==> src/hdl/sdog_pkg.sv <==
// Shared types, constants and the CRC-8 byte step of the OOK symbol generator.
// No dependencies; used by sdog_crc8 and the top level.
package sdog_pkg;

	// Transmission shape.
	localparam int REPEATS          = 4;
	localparam int PREAMBLE_SYMBOLS = 4;
	localparam int DATA_BITS        = 80;
	localparam int PAYLOAD_BITS     = DATA_BITS - 8;
	localparam int PAYLOAD_BYTES    = PAYLOAD_BITS / 8;

	// Counter widths follow from the shape above.
	localparam int POS_W   = $clog2(PREAMBLE_SYMBOLS + DATA_BITS + 1);
	localparam int BIT_W   = $clog2(DATA_BITS);
	localparam int FRAME_W = (REPEATS > 1) ? $clog2(REPEATS) : 1;
	localparam int BYTE_CNT_W = $clog2(PAYLOAD_BYTES + 1);

	localparam logic [7:0] CRC_POLY = 8'h97;

	// Configuration registers.
	localparam int NUM_REGS = 8;
	localparam int REG_IDX_W = $clog2(NUM_REGS);
	localparam int ADDR_W   = REG_IDX_W + 2;

	typedef enum logic [REG_IDX_W-1:0] {
		REG_SYNC_HIGH = 3'd0,
		REG_SYNC_LOW  = 3'd1,
		REG_ZERO_HIGH = 3'd2,
		REG_ZERO_LOW  = 3'd3,
		REG_ONE_HIGH  = 3'd4,
		REG_ONE_LOW   = 3'd5,
		REG_GAP_HIGH  = 3'd6,
		REG_GAP_LOW   = 3'd7
	} reg_idx_t;

	localparam logic [15:0] REG_RESET [NUM_REGS] = '{
		16'd600, 16'd600, 16'd200, 16'd400, 16'd400, 16'd200, 16'd0, 16'd2000
	};

	// Input beat kinds.
	localparam logic ACT_LOAD = 1'b0;
	localparam logic ACT_NEXT = 1'b1;

	typedef enum logic [1:0] {
		SYM_SYNC = 2'd0,
		SYM_ZERO = 2'd1,
		SYM_ONE  = 2'd2,
		SYM_GAP  = 2'd3
	} sym_t;

	typedef struct packed {
		sym_t        symbol;
		logic [15:0] high_time_us;
		logic [15:0] low_time_us;
		logic        last;
	} result_t;

	// One byte of an MSB-first CRC-8 with no reflection.
	function automatic logic [7:0] crc8_byte(input logic [7:0] crc, input logic [7:0] data);
		logic [7:0] c;
		c = crc ^ data;
		for (int k = 0; k < 8; k++) begin
			c = c[7] ? ((c << 1) ^ CRC_POLY) : (c << 1);
		end
		return c;
	endfunction

endpackage

==> src/hdl/sensor_datagram_ook_symbol_generator_unit.sv <==
// OOK/PWM symbol generator for a ten-byte sensor datagram with CRC-8.
// Depends on sdog_pkg and instantiates sdog_crc8.
//
// Usage: the slave stream takes one beat per request. tuser selects the kind:
// a load beat (tuser 0) packs the reading in tdata into the datagram and
// restarts the transmission; a next beat (tuser 1) asks for one symbol.
// Each next beat while a transmission is active yields exactly one master
// beat: the symbol kind in tuser and its on/off times in tdata. A
// transmission is REPEATS frames of sync symbols and 80 data bits, most
// significant bit first, then one inter-message gap beat with tlast high.
// Load beats and next beats while idle produce no output beat.
// The output beat is registered from the accepted next beat. The block
// accepts one beat every cycle while the skid register is empty; state
// is updated on acceptance, so back-to-back requests need no extra spacing.
// A two-entry output stage (output register plus skid register) decouples
// the sides: when the receiver stalls, one more beat is still accepted, and
// tready drops only while the skid register is occupied.
// The CRC byte is computed one byte per cycle after a load, over nine bytes;
// it is first needed 76 requests later, so it is always ready in time.
// Reset clears the counters, the output stage and loads the default timing
// registers; the datagram holds no value until the first load.
module sensor_datagram_ook_symbol_generator_unit (
	input  logic                        clk,
	input  logic                        arst_n,
	// Slave stream.
	input  logic                        s_tvalid,
	output logic                        s_tready,
	// tdata from bit 0: sensor_type[3:0], sensor_id[7:4], temp_one[19:8],
	// temp_two[31:20], hum_one[39:32], hum_two[47:40], pressure[63:48],
	// supply_code[71:64].
	input  logic [71:0]                 s_tdata,
	// tuser: action[0].
	input  logic                        s_tuser,
	// Master stream.
	output logic                        m_tvalid,
	input  logic                        m_tready,
	// tdata from bit 0: high_time_us[15:0], low_time_us[31:16].
	output logic [31:0]                 m_tdata,
	// tuser: symbol[1:0].
	output logic [1:0]                  m_tuser,
	output logic                        m_tlast,
	// Configuration port.
	input  logic                        psel,
	input  logic                        penable,
	input  logic                        pwrite,
	input  logic [sdog_pkg::ADDR_W-1:0] paddr,
	input  logic [31:0]                 pwdata,
	output logic [31:0]                 prdata,
	output logic                        pready
);

	// Timing registers.
	logic [15:0] regs_q [sdog_pkg::NUM_REGS];
	logic [sdog_pkg::REG_IDX_W-1:0] reg_sel;

	assign pready  = 1'b1;
	assign reg_sel = paddr[sdog_pkg::ADDR_W-1:2];
	assign prdata  = {16'd0, regs_q[reg_sel]};

	always_ff @(posedge clk or negedge arst_n) begin
		if (!arst_n) begin
			for (int i = 0; i < sdog_pkg::NUM_REGS; i++) begin
				regs_q[i] <= sdog_pkg::REG_RESET[i];
			end
		end else if (psel && penable && pwrite && pready) begin
			regs_q[reg_sel] <= pwdata[15:0];
		end
	end

	// Sequencer state.
	logic [sdog_pkg::PAYLOAD_BITS-1:0] dgram_q;
	logic [sdog_pkg::FRAME_W-1:0]      frame_q;
	logic [sdog_pkg::POS_W-1:0]        pos_q;
	logic                              active_q;

	logic        in_fire;
	logic        is_load;
	logic        is_next;
	logic [7:0]  crc;
	logic        crc_busy;
	logic [sdog_pkg::PAYLOAD_BITS-1:0] dgram_in;

	assign in_fire = s_tvalid && s_tready;
	assign is_load = in_fire && (s_tuser == sdog_pkg::ACT_LOAD);
	assign is_next = in_fire && (s_tuser == sdog_pkg::ACT_NEXT) && active_q;

	// The tdata fields are regrouped into datagram byte order, byte 0 in the
	// top bits: type and id nibbles, the two temperatures, humidities,
	// pressure and supply code.
	assign dgram_in = {s_tdata[3:0], s_tdata[7:4], s_tdata[19:8], s_tdata[31:20],
		s_tdata[39:32], s_tdata[47:40], s_tdata[63:48], s_tdata[71:64]};

	sdog_crc8 u_crc (
		.clk    (clk),
		.arst_n (arst_n),
		.start  (is_load),
		.data   (dgram_in),
		.crc    (crc),
		.busy   (crc_busy)
	);

	always_ff @(posedge clk) begin
		if (is_load) begin
			dgram_q <= dgram_in;
		end
	end

	// Symbol selection for the current position.
	logic [sdog_pkg::DATA_BITS-1:0] frame_bits;
	logic [sdog_pkg::POS_W-1:0]     data_idx;
	logic [sdog_pkg::BIT_W-1:0]     bit_sel;
	logic                           data_bit;
	logic                           in_preamble;
	logic                           in_gap;
	logic                           frame_end;
	logic                           more_frames;
	sdog_pkg::result_t              res;

	assign frame_bits  = {dgram_q, crc};
	assign data_idx    = pos_q - sdog_pkg::POS_W'(sdog_pkg::PREAMBLE_SYMBOLS);
	assign bit_sel     = sdog_pkg::BIT_W'(sdog_pkg::DATA_BITS - 1)
		- data_idx[sdog_pkg::BIT_W-1:0];
	assign data_bit    = frame_bits[bit_sel];
	assign in_preamble = pos_q < sdog_pkg::POS_W'(sdog_pkg::PREAMBLE_SYMBOLS);
	assign in_gap      = pos_q >= sdog_pkg::POS_W'(sdog_pkg::PREAMBLE_SYMBOLS
		+ sdog_pkg::DATA_BITS);
	assign frame_end   = pos_q == sdog_pkg::POS_W'(sdog_pkg::PREAMBLE_SYMBOLS
		+ sdog_pkg::DATA_BITS - 1);
	assign more_frames = ({1'b0, frame_q} + 1'b1)
		< (sdog_pkg::FRAME_W+1)'(sdog_pkg::REPEATS);

	always_comb begin
		res.last = 1'b0;
		if (in_preamble) begin
			res.symbol       = sdog_pkg::SYM_SYNC;
			res.high_time_us = regs_q[sdog_pkg::REG_SYNC_HIGH];
			res.low_time_us  = regs_q[sdog_pkg::REG_SYNC_LOW];
		end else if (in_gap) begin
			res.symbol       = sdog_pkg::SYM_GAP;
			res.high_time_us = regs_q[sdog_pkg::REG_GAP_HIGH];
			res.low_time_us  = regs_q[sdog_pkg::REG_GAP_LOW];
			res.last         = 1'b1;
		end else if (data_bit) begin
			res.symbol       = sdog_pkg::SYM_ONE;
			res.high_time_us = regs_q[sdog_pkg::REG_ONE_HIGH];
			res.low_time_us  = regs_q[sdog_pkg::REG_ONE_LOW];
		end else begin
			res.symbol       = sdog_pkg::SYM_ZERO;
			res.high_time_us = regs_q[sdog_pkg::REG_ZERO_HIGH];
			res.low_time_us  = regs_q[sdog_pkg::REG_ZERO_LOW];
		end
	end

	// Counter update. After the last bit of the last frame the position
	// simply runs on into the gap slot.
	always_ff @(posedge clk or negedge arst_n) begin
		if (!arst_n) begin
			frame_q  <= '0;
			pos_q    <= '0;
			active_q <= 1'b0;
		end else if (is_load) begin
			frame_q  <= '0;
			pos_q    <= '0;
			active_q <= 1'b1;
		end else if (is_next) begin
			if (in_gap) begin
				frame_q  <= '0;
				pos_q    <= '0;
				active_q <= 1'b0;
			end else if (frame_end && more_frames) begin
				frame_q <= frame_q + 1'b1;
				pos_q   <= '0;
			end else begin
				pos_q <= pos_q + 1'b1;
			end
		end
	end

	// Output register with a skid register behind it.
	sdog_pkg::result_t out_q;
	sdog_pkg::result_t skid_q;
	logic              out_valid_q;
	logic              skid_valid_q;
	logic              out_pop;

	assign out_pop  = !out_valid_q || m_tready;
	assign s_tready = !skid_valid_q;

	always_ff @(posedge clk or negedge arst_n) begin
		if (!arst_n) begin
			out_valid_q  <= 1'b0;
			skid_valid_q <= 1'b0;
		end else if (out_pop) begin
			if (skid_valid_q) begin
				out_valid_q  <= 1'b1;
				skid_valid_q <= 1'b0;
			end else begin
				out_valid_q <= is_next;
			end
		end else if (is_next) begin
			skid_valid_q <= 1'b1;
		end
	end

	always_ff @(posedge clk) begin
		if (out_pop) begin
			out_q <= skid_valid_q ? skid_q : res;
		end
		if (!out_pop && is_next) begin
			skid_q <= res;
		end
	end

	assign m_tvalid = out_valid_q;
	assign m_tuser  = out_q.symbol;
	assign m_tdata  = {out_q.low_time_us, out_q.high_time_us};
	assign m_tlast  = out_q.last;

`ifndef SYNTHESIS
	// The CRC byte must be settled before any of its bits is sent.
	a_crc_ready: assert property (@(posedge clk) disable iff (!arst_n)
		(is_next && (pos_q >= sdog_pkg::POS_W'(sdog_pkg::PREAMBLE_SYMBOLS
			+ sdog_pkg::PAYLOAD_BITS))) |-> !crc_busy)
		else $error("CRC byte read while still being computed");

	// The skid register is only ever filled behind a stalled output register.
	a_skid_order: assert property (@(posedge clk) disable iff (!arst_n)
		skid_valid_q |-> out_valid_q)
		else $error("skid register holds a beat while output register is empty");

	// Sending the gap symbol ends the transmission unless a load comes along.
	a_gap_ends: assert property (@(posedge clk) disable iff (!arst_n)
		(is_next && in_gap) |=> !active_q)
		else $error("block still active after the final gap symbol");
`endif

endmodule

==> src/hdl/sdog_crc8.sv <==
// Byte-serial CRC-8 engine over the nine payload bytes of a datagram.
// Depends on sdog_pkg for the polynomial step and sizes.
module sdog_crc8 (
	input  logic                             clk,
	input  logic                             arst_n,
	input  logic                             start,
	input  logic [sdog_pkg::PAYLOAD_BITS-1:0] data,
	output logic [7:0]                       crc,
	output logic                             busy
);

	logic [sdog_pkg::PAYLOAD_BITS-1:0] shift_q;
	logic [sdog_pkg::BYTE_CNT_W-1:0]   cnt_q;
	logic [7:0]                        crc_q;

	// The payload shifts out most significant byte first, one byte per cycle.
	always_ff @(posedge clk or negedge arst_n) begin
		if (!arst_n) begin
			cnt_q <= '0;
			crc_q <= '0;
		end else if (start) begin
			cnt_q <= sdog_pkg::BYTE_CNT_W'(sdog_pkg::PAYLOAD_BYTES);
			crc_q <= '0;
		end else if (cnt_q != '0) begin
			cnt_q <= cnt_q - 1'b1;
			crc_q <= sdog_pkg::crc8_byte(crc_q,
				shift_q[sdog_pkg::PAYLOAD_BITS-1 -: 8]);
		end
	end

	always_ff @(posedge clk) begin
		if (start) begin
			shift_q <= data;
		end else if (cnt_q != '0) begin
			shift_q <= shift_q << 8;
		end
	end

	assign crc  = crc_q;
	assign busy = (cnt_q != '0);

endmodule

==> config.mk <==
export PLATFORM = sky130hd
export DESIGN_NAME = sensor_datagram_ook_symbol_generator_unit
export DESIGN_NICKNAME = d
export VERILOG_FILES = /design/src/hdl/sdog_pkg.sv /design/src/hdl/sensor_datagram_ook_symbol_generator_unit.sv /design/src/hdl/sdog_crc8.sv
export SDC_FILE = /design/constraint.sdc
export NUM_CORES = 1
export LEC_CHECK = 0
export ABC_AREA = 1
export BUFFER_PORTS_ARGS = -buffer_cell sky130_fd_sc_hd__buf_2
export CAP_MARGIN = 20
export CORE_MARGIN = 2
export CORE_UTILIZATION = 50
export CTS_CLUSTER_SIZE = 20
export DETAILED_ROUTE_END_ITERATION = 6
export PLACE_DENSITY = 0.74
export SETUP_SLACK_MARGIN = 0.15
export SYNTH_ARGS = -nofsm -noshare
export SYNTH_HDL_FRONTEND = slang
export SYNTH_HIERARCHICAL = 1
export SYNTH_SLANG_ARGS = --single-unit
==> constraint.sdc <==
create_clock -name clk -period 19.4 [get_ports clk]
set_input_delay 3.88 -clock clk [delete_from_list [all_inputs] [get_ports clk]]
set_output_delay 3.88 -clock clk [all_outputs]
set_load 0.02 [all_outputs]
# [Yosys cells after proc, flatten, opt, wreduce, memory -nomap -nowiden]
# Index checks and enable logic that the tools add are counted.
[totals] output_inout_bits=70 mem_count=0 ram_bits=0 elab_cells=112 latch_bits=0 reg_bits=366 romBits=0 input_bits=117
[classes] n_div=0 mul=0 order_cmp=6 addsub=6 n_reduce_logical=21 eq_ne=1 bitwise=11 shifts=0 n_mux=42
[ops] cell="72-bit two-way mux" n=2
[ops] cell="128-bit bitwise mux" n=1
[ops] cell="34-bit two-way mux" n=3
[ops] cell="8-bit two-way mux" n=10
[ops] cell="16-bit binary-select mux with 3-bit select" n=1
[ops] cell="16-bit demux with 3-bit select" n=1
[ops] cell="16-bit two-way mux" n=3
[ops] cell="5-bit inverter" n=8
[ops] cell="35-bit two-way mux" n=1
[ops] cell="7-bit two-way mux" n=4
[ops] cell="1-bit logical AND" n=9
[ops] cell="1-bit two-way mux" n=9
[ops] cell="7-bit by 8-bit < comparator with 1-bit output, second input constant" n=1
[ops] cell="2-bit two-way mux" n=4
[ops] cell="4-bit two-way mux" n=2
[ops] cell="2-bit nonzero test" n=4
[ops] cell="8-bit XOR" n=1
[ops] cell="7-bit by 1-bit adder with 7-bit output, second input constant" n=1
[ops] cell="1-bit binary-select mux with 7-bit select" n=1
[ops] cell="7-bit equality test, second input constant" n=1
[ops] cell="7-bit >= comparator, second input constant" n=1
[ops] cell="7-bit by 3-bit < comparator with 1-bit output, second input constant" n=1
[ops] cell="7-bit by 3-bit subtractor with 7-bit output, second input constant" n=1
[ops] cell="7-bit subtractor, first input constant" n=1
[ops] cell="13 further kinds" n=16

# [Longest topological paths before layout]
# Gate-level depths: netlist of run 1.
[logic_depth] word_depth=19 depth_mapped=17 depth_no_buf=16

# [By module]
# Netlist of run 1, hierarchy kept.
[modules_own_cells] module="sensor_datagram_ook_symbol_generator_unit" n_inst=1 cells_per_inst=1444 area_per_inst_um2=13457.9
[modules_own_cells] module="sdog_crc8" n_inst=1 cells_per_inst=437 area_per_inst_um2=4022.6

# [Worst setup path before layout of run 1]
# OpenSTA, ideal clock, no wires.
[synth_path] kind="in2reg" startpoint="input port s_tvalid" endpoint="register u_crc/shift_q[0] (netlist name), enable pin" path_stages=5 n_path_buf=1 t_arrival_ns=9.094 setup_slack_ns=9.877 required_ns=18.971 setup_ns=0.429 path_cell_list="nand2_1 > nor2_1 > clkbuf_1 > nor2_1 > inv_1"
[synth_via] elab_chain_len=3
[synth_rtl] element="from (decl)" line_no="sensor_datagram_ook_symbol_generator_unit.sv:26" source="input logic s_tvalid,"
[synth_rtl] element="1-bit logical AND" line_no="sensor_datagram_ook_symbol_generator_unit.sv:83" source="assign in_fire = s_tvalid && s_tready;"
[synth_rtl] element="1-bit logical AND" line_no="sensor_datagram_ook_symbol_generator_unit.sv:84" source="assign is_load = in_fire && (s_tuser == sdog_pkg::ACT_LOAD);"
[synth_rtl] element="net is_load" line_no="sensor_datagram_ook_symbol_generator_unit.sv:77" source="logic is_load;"
[synth_rtl] element="2-bit nonzero test (no source line)"
[synth_rtl] element="to (signal assigned)" line_no="sdog_crc8.sv:33" source="shift_q <= data;"
[synth_rtl] element="to (signal assigned)" line_no="sdog_crc8.sv:35" source="shift_q <= shift_q << 8;"
[synth_rtl] element="to (decl)" line_no="sdog_crc8.sv:12" source="logic [sdog_pkg::PAYLOAD_BITS-1:0] shift_q;"
# The timed path passes the listed nets, and every way through them passes these cells.
# A chain may end at the register's enable or synchronous reset.

# [Final worst setup path of run 1]
[layout_path] startpoint="input port paddr[4] (netlist name)" endpoint="output port prdata[15]"
[layout_via] elab_chain_len=4
[layout_rtl] element="from (decl)" line_no="sensor_datagram_ook_symbol_generator_unit.sv:46" source="input logic [sdog_pkg::ADDR_W-1:0] paddr,"
[layout_rtl] element="3-bit inverter with 4-bit output (not written as such)" line_no="sensor_datagram_ook_symbol_generator_unit.sv:58" source="assign prdata = {16'd0, regs_q[reg_sel]};"
[layout_rtl] element="16-bit binary-select mux with 3-bit select" line_no="sensor_datagram_ook_symbol_generator_unit.sv:58"
[layout_rtl] element="16-bit two-way mux (not written as such) (2 in series)" line_no="sensor_datagram_ook_symbol_generator_unit.sv:58"
[layout_rtl] element="to (decl)" line_no="sensor_datagram_ook_symbol_generator_unit.sv:48" source="output logic [31:0] prdata,"
# Every way passes these cells. The select of a mux whose other input is x is not followed.

==> impl_metrics.tcl, run 1 <==
set metrics [dict create \
    place_area_sq_um 18440 \
    totalWireLength_mm 45.35 \
    async_flop_share_pct 41.53 \
    drc_errors 0 \
    min_path_type "register to register" \
    viasPerCell 5.501 \
    initialDrtViolationCount 1624 \
    postSynthAreaPerCell_sq_um 9.293 \
    io_buffers 151 \
    rsz0062_at_grt "no" \
    ctsResizeCount 0 \
    antenna_left 0 \
    antenna_found_initial 4 \
    dp_slack_ns 9.615 \
    post_cts_buffers 0 \
    maxCapViolCount 0 \
    fin_ws_ns 9.577 \
    finalSetupViolations 0 \
    fillers 2932 \
    relSlewSlack_pct 28.06 \
    grt_pass1_vias 13210 \
    leakage_nw 9.243 \
    syn_area_sq_um 17480 \
    total_power_mw 3.011 \
    ys_warn_count 6 \
    power_density_nw_per_um2 152.0 \
    synth_edf_count 214 \
    grtUsageTotal_pct 24.73 \
    area_growth_pct 13.34 \
    critPathKind "input pin to output port" \
    max_freq_mhz 101.8 \
    hold_viol 0 \
    grt_pass1_wl_mm 70.58 \
    grt_start_max_net_pins 114 \
    clk_latency_ns 0.53 \
    drv_slew 0 \
    status "completed" \
    worstPathArrival_ns 5.94 \
    core_sq_um 34460 \
    yosysTopAreaCellShare_pct 36.76 \
    period_share_pct 50.63 \
    io_pins 187 \
    cts_max_level 2 \
    numCtsBuffers 39 \
    cts-root-buf "clkbuf_16" \
    critPathRequiredTime_ns 15.52 \
    wl_per_cell_um 18.16 \
    die_h_um 191.0 \
    peakVddDrop_mv 0.09256 \
    critPathLaunchType "input pin" \
    synth.largest_area_cell "edfxtp_1" \
    fin_skew_ns 0.01367 \
    tightest_slew_ns 1.076 \
    multi_input_area_sq_um 5989 \
    seq_area_sq_um 10260 \
    clock_path_buffers 3 \
    gp_congestion 0.9042 \
    ctsHoldBuffers 0 \
    grt_overflow 0 \
    rows 68 \
    period_minus_slack_ns 9.823 \
    die_x_um 191.0 \
    ys_top_cells_by_area "edfxtp_1 (37%), dfrtp_1 (18%), nand2_1 (14%), dfstp_2 (3.9%), nand3_1 (3.9%)" \
    start_util_pct 50.73 \
    finish.utilization_pct 57.50 \
    yosysUniqueCellTypes 48 \
    cts_tree "done" \
    final_cell_mix "nand2_1 (658), edfxtp_1 (214), inv_1 (173)" \
    drive_gt1_share_pct 17.31 \
    fin_area_sq_um 19810 \
    clk_pin_slew_ns 0.05 \
    synth_cells 1881 \
    vias 13735 \
    dieArea_sq_um 36470 \
    end_kind "output port" \
    fin_setup_tns_ns 0 \
    whs_ns 0.4851 \
    crit_fanout 11 \
    final_common_cell "nand2_1" \
    dp_cells 2416 \
    place_hpwl_mm 29.23 \
    ys.flop_type "edfxtp_1" \
    nNetsFinal 2131 \
    layout.cells.non_filler 2497 \
    cts.sink_count 366 \
    synth-seq-cells 366 \
    synth_seq_area_share_pct 58.71 \
    firstDrtPassIters 6 \
]
[cells by family (layout without fill, tap and decap cells)]
family          Yosys count  after routing  synth area share (%)
compound gates          241            241                 8.031
simple gates            951            951                 24.11
flops                   366            366                 58.71
buf+inv                 293            436                 7.451
other cells               2             20               0.04296
fa+ha+maj                 6              6                0.4294
xor+xnor                 22             22                 1.231
[Yosys cell counts, types with 7 or more instances]
master / count
nand2_2: 8
nand3_2: 34
buf_2: 17
nand3_1: 135
o21ai_0: 124
dfrtp_1: 126
a21oi_1: 34
inv_1: 175
a22oi_1: 16
nor3_2: 7
buf_4: 29
a221oi_1: 17
dfstp_2: 26
buf_6: 9
clkbuf_1: 48
o21ai_1: 15
nor2_1: 45
xor2_1: 14
inv_2: 9
o22ai_1: 15
nand2_1: 659
edfxtp_1: 214
or2_2: 11
nand4_1: 40
[critical path, cell delays in order]
cell	delay, ns
buf_2	0.14
inv_1	0.12
nor3_2	0.58
inv_1	0.48
o21ai_0	0.27
a221oi_1	0.07
nand2_1	0.19
buf_2	0.20
[sequential cells by signal, indices dropped and copies added (netlist names), 2 cells and up]
register / count
dgram_q: 72
m_tdata: 32
frame_q: 2
m_tuser: 2
u_crc/shift_q: 72
skid_q: 35
pos_q: 7
u_crc/crc: 8
u_crc/cnt_q: 4
regs_q: 128
[layout make-up]
type / instances / share of cell area [%]
inverters: 186 / 3.549
diodes: 3 / 0.03789
repair buffers: 178 / 5.349
well taps: 455 / 2.873
flip-flops and latches: 366 / 51.80
clock inverters: 17 / 0.4736
clock buffers: 55 / 5.690
multi-input cells: 1237 / 30.23
[worst paths after layout]
| path | end | slack, ns | depth (start not counted) | startpoint |
|---|---|---|---|---|
| max | prdata[15] | 9.58 | 8 | paddr[4] |
| min reg2reg | regs_q[9] | 0.49 | 2 | regs_q[9] |
| max reg2reg | m_tdata[24] | 15.41 | 14 | pos_q[2] |
| min | regs_q[9] | 0.49 | 2 | regs_q[9] |
| min in group asynchronous | regs_q[1] | 3.45 | 1 | arst_n |
| max in group asynchronous | regs_q[93] | 14.65 | 2 | arst_n |
[routing by layer]
layer	GRT usage (%)	wire length, um	up-vias
met5	0	7	-
li1	-	-	6483
met1	34.54	18840	6450
met2	37.76	20440	689
met3	5.489	4635	111
met4	9.541	1418	2
[power by group]
part / switching, mW / leakage, nW / internal (mW) / total [mW]
combinational: 0.768 / 4.60 / 0.375 / 1.14
clock: 0.299 / 0.607 / 0.406 / 0.705
sequential: 0.0902 / 4.04 / 1.07 / 1.16
No activity file was read; power rests on OpenSTA's default activity.
==> run 2, diff against run 1 <==
==> constraint.sdc (replaced) <==
create_clock -name clk -period 10.25 [get_ports clk]
set_input_delay 2.05 -clock clk [delete_from_list [all_inputs] [get_ports clk]]
set_output_delay 2.05 -clock clk [all_outputs]
set_load 0.02 [all_outputs]
==> run 2 against run 1 <==
Final area up 0.42%. Die area is the same. Wire length about the same. Critical path type unchanged. Largest cell class unchanged. Largest power group unchanged.
==> impl_metrics.tcl, run 2 (synthesis results as in run 1) <==
set metrics [dict create \
    totalWireLength_mm 45.39 \
    rows 68 \
    place_hpwl_mm 29.29 \
    cts-root-buf "clkbuf_16" \
    finalSetupViolations 0 \
    end_kind "output port" \
    whs_ns 0.4753 \
    nNetsFinal 2133 \
    fin_skew_ns 0.009521 \
    viasPerCell 5.480 \
    grt_pass1_vias 12954 \
    io_buffers 151 \
    critical_path.top_delay_family "buffers and inverters" \
    drv_slew 0 \
    rsz0062_at_grt "no" \
    maxCapViolCount 0 \
    ctsResizeCount 0 \
    worstPathArrival_ns 3.88 \
    antenna_left 0 \
    critPathLaunchType "input pin" \
    reg_top3 "regs_q x128, dgram_q x72, u_crc/shift_q x72" \
    drive_gt1_share_pct 17.39 \
    slowest_stage "inv_1" \
    critPathRequiredTime_ns 8.20 \
    io_pins 187 \
    relSlewSlack_pct 35.10 \
    area_growth_pct 13.82 \
    crit_buf_inv 5 \
    numCtsBuffers 39 \
    power_density_nw_per_um2 288.4 \
    cts.sink_count 366 \
    clock_path_buffers 3 \
    cts_max_level 2 \
    peakVddDrop_mv 0.2020 \
    cts_tree "done" \
    finish.utilization_pct 57.74 \
    crit_fanout 11 \
    tightest_slew_ns 0.9735 \
    clk_latency_ns 0.53 \
    dieArea_sq_um 36470 \
    period_minus_slack_ns 5.935 \
    ctsHoldBuffers 0 \
    wl_per_cell_um 18.18 \
    dp_cells 2417 \
    fin_setup_tns_ns 0 \
    die_x_um 191.0 \
    vias 13684 \
    firstDrtPassIters 6 \
    post_cts_buffers 0 \
    total_power_mw 5.739 \
    antenna_found_initial 1 \
    min_path_type "register to register" \
    leakage_nw 9.283 \
    max_freq_mhz 168.5 \
    grt_overflow 0 \
    clk_pin_slew_ns 0.06 \
    gp_congestion 0.8996 \
    fillers 2943 \
    top_register "regs_q" \
    slowest_delay_ns 0.45 \
    die_h_um 191.0 \
    grt_pass1_wl_mm 70.88 \
    grt_start_max_net_pins 114 \
    largest_register_ffs 128 \
    start_util_pct 50.73 \
    critPathKind "input pin to output port" \
    hold_viol 0 \
    core_sq_um 34460 \
    grtUsageTotal_pct 24.95 \
    final_common_cell "nand2_1" \
    cp_cell_sequence "buf_2 -> inv_1 -> nor3_2 -> buf_4 -> inv_1 -> o21ai_0 -> a221oi_1 -> nand2_1 -> buf_2" \
    initialDrtViolationCount 1701 \
    period_share_pct 57.90 \
    status "completed" \
    layout.cells.non_filler 2497 \
    drc_errors 0 \
    final_cell_mix "nand2_1 (658), edfxtp_1 (214), inv_1 (173)" \
]
## run 2: cell count changes in the layout (fill, tap and decap cells not counted), moves of 2 or more
| cell | delta |
|---|---|
| buf_16 | +2 |
| clkbuf_1 | +4 |
| clkbuf_8 | -2 |
| clkinv_1 | -4 |
| diode_2 | -2 |
## run 2: layer usage
metal	vias up	part of all wire, %	global-route usage (%)
met2	715	45	38.11
met4	0	2.7	8.140
met3	96	11	4.938
met1	6405	42	35.85
li1	6468	-	-
met5	-	0	0
## run 2: final timing paths
| check | start | to | slack, ns | depth (start not counted) |
|---|---|---|---|---|
| worst max-delay path | paddr[4] | prdata[15] | 4.32 | 9 |
| worst min-delay path | regs_q[7] | regs_q[7] | 0.48 | 2 |
| worst max register to register | pos_q[2] | m_tdata[24] | 6.19 | 14 |
| worst min register to register | regs_q[7] | regs_q[7] | 0.48 | 2 |
| max in group asynchronous | arst_n | regs_q[124] | 7.30 | 2 |
| min in group asynchronous | arst_n | regs_q[49] | 1.61 | 1 |
## run 2: final cells by class
cell class	instances	area [sq um]	area share, %
diodes	1	2.502	0.01258
clock buffers	59	1147	5.767
clock inverters	13	107.6	0.5408
inverters	186	703.2	3.534
multi-input cells	1237	5989	30.10
flip-flops and latches	366	10260	51.58
well taps	455	569.3	2.861
repair buffers	180	1115	5.603
## run 2: power by group
group | total [mW] | switching [mW] | internal [mW] | leakage (nW)
Combinational | 2.16 | 1.45 | 0.712 | 4.62
Clock | 1.38 | 0.575 | 0.803 | 0.622
Sequential | 2.20 | 0.172 | 2.03 | 4.04
## run 2: worst reg2reg max path, stage by stage (launching register included)
cell,delay (ns)
dfrtp_1,0.49
inv_2,0.35
a21oi_1,0.14
or2_1,0.25
a41o_1,0.23
nand2_2,0.06
buf_4,0.74
inv_1,0.63
buf_16,0.33
nand2_1,0.08
nand2_1,0.05
inv_1,0.08
nand3_1,0.20
nand3_1,0.15
nand2_1,0.06
## run 2: metrics by stage
stage | setup WS, ns | cell area (sq um)
floorplan | 2.557 | 17540
global placement | 4.393 | 18440
detailed placement | 4.366 | 18470
CTS | 4.355 | 19730
global route | 4.215 | 19890
finish | 4.315 | 19900
